==> src/design/lwbg_pkg.sv <==
// Package for the link wake bounce gate: command, action and refusal codes,
// plus register reset values. No dependencies.
package lwbg_pkg;

  typedef enum logic [1:0] {
    CMD_STEP   = 2'd0,
    CMD_INIT   = 2'd1,
    CMD_REOPEN = 2'd2,
    CMD_REPORT = 2'd3
  } cmd_t;

  typedef enum logic [1:0] {
    ACT_NONE      = 2'd0,
    ACT_EXHAUSTED = 2'd1,
    ACT_BOUNCE    = 2'd2
  } action_t;

  typedef enum logic [3:0] {
    RF_OK              = 4'd0,
    RF_NOT_PROBING     = 4'd1,
    RF_NO_CARRIER      = 4'd2,
    RF_CARRIER_UNKNOWN = 4'd3,
    RF_BOX_TALKING     = 4'd4,
    RF_NOTHING_SENT    = 4'd5,
    RF_SIBLING         = 4'd6,
    RF_SPENT           = 4'd7,
    RF_SETTLING        = 4'd8,
    RF_PUSH_UNPROVEN   = 4'd9
  } refusal_t;

  // configuration register indexes
  localparam logic [1:0] REG_MAX_BOUNCES = 2'd0;
  localparam logic [1:0] REG_SETTLE_TIME = 2'd1;
  localparam logic [1:0] REG_GRACE_TIME  = 2'd2;
  localparam logic [1:0] REG_MIN_PUSHES  = 2'd3;

  localparam logic [7:0]  MAX_BOUNCES_RST = 8'd3;
  localparam logic [39:0] SETTLE_TIME_RST = 40'd5000000000;
  localparam logic [39:0] GRACE_TIME_RST  = 40'd10000000000;
  localparam logic [15:0] MIN_PUSHES_RST  = 16'd1;

endpackage

==> src/design/link_wake_bounce_gate.sv <==
// Link wake bounce gate: input register, refusal ladder and state update,
// result register. Depends on lwbg_pkg.
//
// A transaction passes through the input register, then the result register.
// Throughput: one transaction per cycle while out_stall does not hold the result
// register; the state loop closes on each commit into the result register.
// Reset (rst, synchronous): clears gate state and pipeline valids, loads the
// configuration registers with their defaults.
module link_wake_bounce_gate (
  input  logic        clk,
  input  logic        rst,
  input  logic        cfg_write,
  input  logic [1:0]  cfg_index,
  input  logic [39:0] cfg_data,
  input  logic        in_valid,
  output logic        in_stall,
  input  logic [1:0]  command,
  input  logic [63:0] now_time_ns,
  input  logic        is_probing,
  input  logic signed [1:0] carrier_state,
  input  logic [31:0] far_frames_seen,
  input  logic [31:0] own_frames_sent,
  input  logic        siblings_busy,
  input  logic [31:0] pushes_done,
  output logic        out_valid,
  input  logic        out_stall,
  output logic [1:0]  action,
  output logic [3:0]  refusal_code,
  output logic        say_refusal
);
  import lwbg_pkg::*;

  // configuration
  logic [7:0]  max_bounces;
  logic [39:0] settle_time_ns;
  logic [39:0] grace_time_ns;
  logic [15:0] min_pushes;

  // gate state
  logic [63:0] opened_time, opened_time_next;
  logic [63:0] last_bounce_time, last_bounce_time_next;
  logic [7:0]  bounce_count, bounce_count_next;
  refusal_t    current_refusal, current_refusal_next;
  refusal_t    reported_refusal, reported_refusal_next;
  logic        exhausted_told, exhausted_told_next;

  // input register
  logic        s1_valid;
  cmd_t        s1_command;
  logic [63:0] s1_now;
  logic        s1_probing;
  logic [1:0]  s1_carrier;
  logic        s1_far_zero;
  logic        s1_own_zero;
  logic        s1_siblings;
  logic [31:0] s1_pushes;

  action_t     act_next;
  logic        say_next;
  logic        out_free;
  logic        commit;
  logic [63:0] since_bounce;
  logic [63:0] since_open;

  assign out_free = !out_valid || !out_stall;
  assign in_stall = s1_valid && !out_free;
  assign commit   = s1_valid && out_free;

  always_ff @(posedge clk) begin
    if (rst) begin
      max_bounces    <= MAX_BOUNCES_RST;
      settle_time_ns <= SETTLE_TIME_RST;
      grace_time_ns  <= GRACE_TIME_RST;
      min_pushes     <= MIN_PUSHES_RST;
    end else if (cfg_write) begin
      case (cfg_index)
        REG_MAX_BOUNCES: max_bounces    <= cfg_data[7:0];
        REG_SETTLE_TIME: settle_time_ns <= cfg_data;
        REG_GRACE_TIME:  grace_time_ns  <= cfg_data;
        REG_MIN_PUSHES:  min_pushes     <= cfg_data[15:0];
        default: ;
      endcase
    end
  end

  always_ff @(posedge clk) begin
    if (rst) begin
      s1_valid <= 1'b0;
    end else if (!in_stall) begin
      s1_valid <= in_valid;
    end
  end

  // fold the frame counters to the single facts the ladder needs; pushes pass whole
  always_ff @(posedge clk) begin
    if (in_valid && !in_stall) begin
      s1_command  <= cmd_t'(command);
      s1_now      <= now_time_ns;
      s1_probing  <= is_probing;
      s1_carrier  <= carrier_state;
      s1_far_zero <= (far_frames_seen == 32'd0);
      s1_own_zero <= (own_frames_sent == 32'd0);
      s1_siblings <= siblings_busy;
      s1_pushes   <= pushes_done;
    end
  end

  // time differences wrap modulo 2^64
  assign since_bounce = s1_now - last_bounce_time;
  assign since_open   = s1_now - opened_time;

  always_comb begin
    opened_time_next      = opened_time;
    last_bounce_time_next = last_bounce_time;
    bounce_count_next     = bounce_count;
    current_refusal_next  = current_refusal;
    reported_refusal_next = reported_refusal;
    exhausted_told_next   = exhausted_told;
    act_next              = ACT_NONE;
    say_next              = 1'b0;
    case (s1_command)
      CMD_STEP: begin
        if (!s1_probing) begin
          current_refusal_next = RF_NOT_PROBING;
        end else if (s1_carrier == 2'b00) begin
          current_refusal_next = RF_NO_CARRIER;
        end else if (s1_carrier[1]) begin
          // any negative carrier pattern reads as unknown
          current_refusal_next = RF_CARRIER_UNKNOWN;
        end else if (!s1_far_zero) begin
          current_refusal_next = RF_BOX_TALKING;
        end else if (s1_own_zero) begin
          current_refusal_next = RF_NOTHING_SENT;
        end else if (s1_siblings) begin
          current_refusal_next = RF_SIBLING;
        end else if (bounce_count >= max_bounces) begin
          current_refusal_next = RF_SPENT;
          if (!exhausted_told) begin
            exhausted_told_next = 1'b1;
            act_next            = ACT_EXHAUSTED;
          end
        end else if (bounce_count != 8'd0 &&
                     since_bounce < {24'd0, settle_time_ns}) begin
          current_refusal_next = RF_SETTLING;
        end else if (s1_pushes < {16'd0, min_pushes} ||
                     since_open < {24'd0, grace_time_ns}) begin
          current_refusal_next = RF_PUSH_UNPROVEN;
        end else begin
          current_refusal_next  = RF_OK;
          bounce_count_next     = bounce_count + 8'd1;
          last_bounce_time_next = s1_now;
          act_next              = ACT_BOUNCE;
        end
      end
      CMD_INIT: begin
        opened_time_next      = s1_now;
        last_bounce_time_next = 64'd0;
        bounce_count_next     = 8'd0;
        current_refusal_next  = RF_OK;
        reported_refusal_next = RF_OK;
        exhausted_told_next   = 1'b0;
      end
      CMD_REOPEN: begin
        opened_time_next      = s1_now;
        current_refusal_next  = RF_OK;
        reported_refusal_next = RF_OK;
      end
      CMD_REPORT: begin
        if (current_refusal != RF_OK && current_refusal != reported_refusal) begin
          reported_refusal_next = current_refusal;
          say_next              = 1'b1;
        end
      end
      default: ;
    endcase
  end

  always_ff @(posedge clk) begin
    if (rst) begin
      opened_time      <= 64'd0;
      last_bounce_time <= 64'd0;
      bounce_count     <= 8'd0;
      current_refusal  <= RF_OK;
      reported_refusal <= RF_OK;
      exhausted_told   <= 1'b0;
    end else if (commit) begin
      opened_time      <= opened_time_next;
      last_bounce_time <= last_bounce_time_next;
      bounce_count     <= bounce_count_next;
      current_refusal  <= current_refusal_next;
      reported_refusal <= reported_refusal_next;
      exhausted_told   <= exhausted_told_next;
    end
  end

  // result register
  always_ff @(posedge clk) begin
    if (rst) begin
      out_valid <= 1'b0;
    end else if (out_free) begin
      out_valid <= s1_valid;
    end
  end

  always_ff @(posedge clk) begin
    if (commit) begin
      action       <= act_next;
      refusal_code <= current_refusal_next;
      say_refusal  <= say_next;
    end
  end

endmodule
==> config.mk <==
export PLATFORM = sky130hd
export DESIGN_NAME = link_wake_bounce_gate
export DESIGN_NICKNAME = d
export VERILOG_FILES = /design/src/design/lwbg_pkg.sv /design/src/design/link_wake_bounce_gate.sv
export SDC_FILE = /design/constraint.sdc
export NUM_CORES = 1
export LEC_CHECK = 0
export BUFFER_PORTS_ARGS = -buffer_cell sky130_fd_sc_hd__buf_2
export CORE_MARGIN = 3
export CORE_UTILIZATION = 40
export CTS_CLUSTER_DIAMETER = 50
export CTS_CLUSTER_SIZE = 24
export DETAILED_ROUTE_END_ITERATION = 12
export GPL_TIMING_DRIVEN = 0
export SLEW_MARGIN = 20
export SYNTH_ARGS = -nofsm -noshare
export SYNTH_HDL_FRONTEND = slang
export SYNTH_SLANG_ARGS = --single-unit
==> constraint.sdc <==
create_clock -name clk -period 6.1 [get_ports clk]
set_input_delay 0.61 -clock clk [delete_from_list [all_inputs] [get_ports clk]]
set_output_delay 0.61 -clock clk [all_outputs]
set_load 0.01 [all_outputs]
==> results by group <==
Route
  • Drt initial violations: 1967
  • DRC: 0
  • Routed vias/inst: between 5 and 6
  • Drt total wl: ~84000 um
  • Routed WL per cell: about 20 um
  • DRT antenna net count: 0
  • Drt pass-1 iters: 5
  • Vias: 23700

Pwr
  • Clk network pwr share: 0.413
  • Net Sw Power: 2220 uW
  • Design Power: approximately 6900 uW
  • Internal Power: 4730 uW
  • Static leakage: 0.0109 uW
  • Comb pwr share: 0.205
  • PwrDens: approximately 230 nW/um^2
  • Reg power frac: 0.382
  • Switching share of power: 0.320
  • Peak supply drop: ~220 uV

STA
  • RSZ-0062 raised after global routing: yes
  • Hold slack: 182 ps
  • Skew final: 30.2 ps
  • Peak Freq: 161 MHz
  • # setup viols final: between 60 and 70
  • Final Max Slew Viols: 0
  • Final hold violation count: 0
  • Slew @ Worst Pin: a little over 900 ps
  • Worst setup margin: -106 ps
  • Max transition margin: 0.391
  • Period utilisation layout: 1.02
  • Min Tclk post-route: 6210 ps

Die
  • Rows: 90
  • Core ar.: between 60000 and 70000 um^2
  • Height of the die: 253 um
  • Die X: 253 um
  • Initial core utilization: 0.404
  • Die ar.: about 64000 um^2
  • IO Pins: about 220

Global route
  • GRT overflow: 0
  • Met3 usage: 0.0386
  • Largest net degree at the start of global routing: 27
  • Top Usage Layer GRT: met2
  • Met1 Usage GRT: 0.346
  • Grt met2 use: 0.402
  • First-pass GRT wire length: 126000 um
  • Initial antenna violation count: 1
  • Vias in the first global route: around 22000
  • GR Util All Layers: 0.253

Yosys
  • Most frequent cell after synthesis: nand2_1
  • Synth area leaders: dfxtp_1 (21%), edfxtp_1 (14%), ha_1 (12%), a21oi_1 (8.8%), nand2_1 (8.6%)
  • Post-synth EDFFs: approximately 110
  • Post-Synthesis Cells: roughly 3100
  • Post-synthesis sequential area ratio: 0.342
  • Syn_area_per_cell: 7.86 um^2
  • Cell Area, Synth: 24500 um^2
  • Syn. warnings: 0
  • Syn Nets: 3558
  • Number of library cell types mapped by synthesis: 86
  • Fraction of registers with async set/reset: 0
  • Cell taking the most area after synthesis: dfxtp_1
  • Top cell type's share of synthesized area: 0.205
  • Synthesis-stage register bit count: ~360
  • Synth top cells by count: nand2_1 (560), a21oi_1 (431), inv_1 (266), dfxtp_1 (251), ha_1 (233)
  • Main flop type after synthesis: dfxtp_1

Worst setup path
  • Crit-path max cell delay: 570 ps
  • Slowest library cell on the worst path: or4_4
  • Flop2flop setup slack: -110 ps
  • Critical Path Source Type: flop
  • R2R depth: 28
  • FF-to-FF End: last_bounce_time[29]
  • Crit Path Class: flop to flop
  • Critical path data required time: 6630 ps
  • Crit end category: flop
  • Reg2reg start: s1_now[15]
  • CP Max Fanout: 9
  • Crit path arrival time: 6740 ps

Clocking
  • Longest Clk Path Bufs: 3
  • CTS tree: done
  • Clock slew at reported path FFs: approximately 70 ps
  • Root Buffer Master: clkbuf_16
  • Skew-Pair Late Insertion Delay: 600 ps
  • Num Clock Sinks: between 300 and 400
  • H-tree depth: 2
  • CTS buffer count: 46

Layout
  • Final Util: 0.489
  • Area growth syn-to-layout: 21.0%
  • Post-route insts no fill: 4232
  • Layout cell share with drive strength beyond 1: 0.155
  • Post-layout net count: 3859

Place
  • Placed cells: 4117
  • Hpwl dp: 65500 um
  • Port Buf Inserts: 220
  • Gpl congestion: around 0.97

Hold path
  • Hold path depth: 1
  • Hold WC Path Type: input port to flop
  • Hold EP: s1_now[45]
  • Min-delay src: now_time_ns[45]

Run status
  • Status: finished with violations
  • Violated checks: negative setup slack

Flow run
  • Max-cap viol count: 0
[logic make-up (layout without fill, tap and decap cells)]
family | after synthesis | in the layout | synth area share
flops | 362 | 362 | 0.342
compound gates | 875 | 875 | 0.214
mux | 13 | 13 | 0.00547
xor+xnor | 99 | 99 | 0.0355
fa+ha+maj | 235 | 235 | 0.121
buf+inv | 418 | 757 | 0.0667
simple gates | 1108 | 1108 | 0.216
other cells | 0 | 1 | 0
[power groups by stage]
stage | registers, uW | clock network, uW | logic [uW]
global placement | 2720 | 0 | 1300
detailed placement | 2710 | 0 | 1310
finish | 2660 | 2870 | 1430
global route | 2660 | 3020 | 1580
CTS | 2650 | 2930 | 1370
floorplan | 2670 | 0 | 898
[layout make-up]
cell class	count	area, um^2
multi-input combinational	2330	15300
timing repair buffer	268	1680
clock inverter	37	414
inverter	267	1000
antenna	1	2.50
fill	6067	30900
clock buffer	49	1210
buffer	136	649
tap	782	978
sequential	362	8360
[how the worst max path moves through the flow]
stage / from / end / slack (ps)
6_report: s1_now[15] / last_bounce_time[29] / -110
5_1_grt: s1_now[14] / last_bounce_time[32] / -310
4_1_cts: s1_now[0] / last_bounce_time[25] / 0.2
3_5_place_dp: s1_now[15] / last_bounce_time[61] / -2120
3_3_place_gp: out_stall / s1_now[17] / -2850
2_1_floorplan: out_stall / s1_carrier[0] / 80
[registers in the layout, indices dropped and copies added, names as in the netlist, 2 cells and up]
name / cells
action: 2
max_bounces: 8
s1_command: 2
refusal_code: 4
s1_now: 64
s1_carrier: 2
min_pushes: 16
last_bounce_time: 64
opened_time: 64
s1_pushes: 32
bounce_count: 8
reported_refusal: 4
grace_time_ns: 40
current_refusal: 4
settle_time_ns: 40
[what timing repair did]
action | 4_1_cts | 5_1_grt
endpoints found under the setup margin | 77 | 77
pin swaps | 21 | 57
buffers inserted | 23 | 13
hold buffers | 0 | 0
gates resized for setup | 62 | 147
cloned | 1 | 6
[metrics by stage]
step | TNS (ps) | setup slack (ps) | cell area (um^2)
global route | -18290 | -309 | 29600
global placement | -480800 | -2850 | 26500
floorplan | 0 | 75.6 | 24500
finish | -2890 | -106 | 29600
CTS | 0 | 0.215 | 28800
detailed placement | -154200 | -2120 | 26600
[routing by layer]
metal,routed length [um],vias up
met3,5530,136
met2,36800,806
met5,0,-
met4,3020,0
li1,-,11700
met1,38500,11100
[cells in the final DEF, fill, tap and decap left out, types with 13 or more instances in the layout]
cell       netlist  layout
nor2_1         174     170
and3_1          19      19
nand2_4          0      13
a211o_1         17      16
nor4_1          35      28
clkbuf_16        0      54
o21ai_1         23      24
nor2b_1         23      21
nor3_1          31      31
a21oi_2          1      51
buf_4            1      37
nand3_1         37      36
edfxtp_1       111     111
nand2_1        560     532
o211ai_1        25      25
a21o_1          55      55
o21a_1          26      26
a211oi_1        25      22
ha_1           233     218
nand4_1         76      76
nand2_2          0      15
nand3b_1        23      23
dfxtp_1        251     251
a31oi_1         20      20
buf_2           11     225
o21ai_0        140     135
xor2_1          37      37
nand4b_1        66      66
a21oi_1        431     379
inv_1          266     265
xnor2_1         62      60
clkbuf_1       126     107
[worst max-delay path: cells and delay by family (launching register included)]
family                   cells  cell delay [ps]
AO/OA/AOI/OAI                9             1720
XOR/XNOR                     1              240
adder cells (fa/ha/maj)      2              630
buffers and inverters        5              770
flip-flops                   1              540
AND/OR/NAND/NOR             11             2220
(Power assumes the default switching activity.)
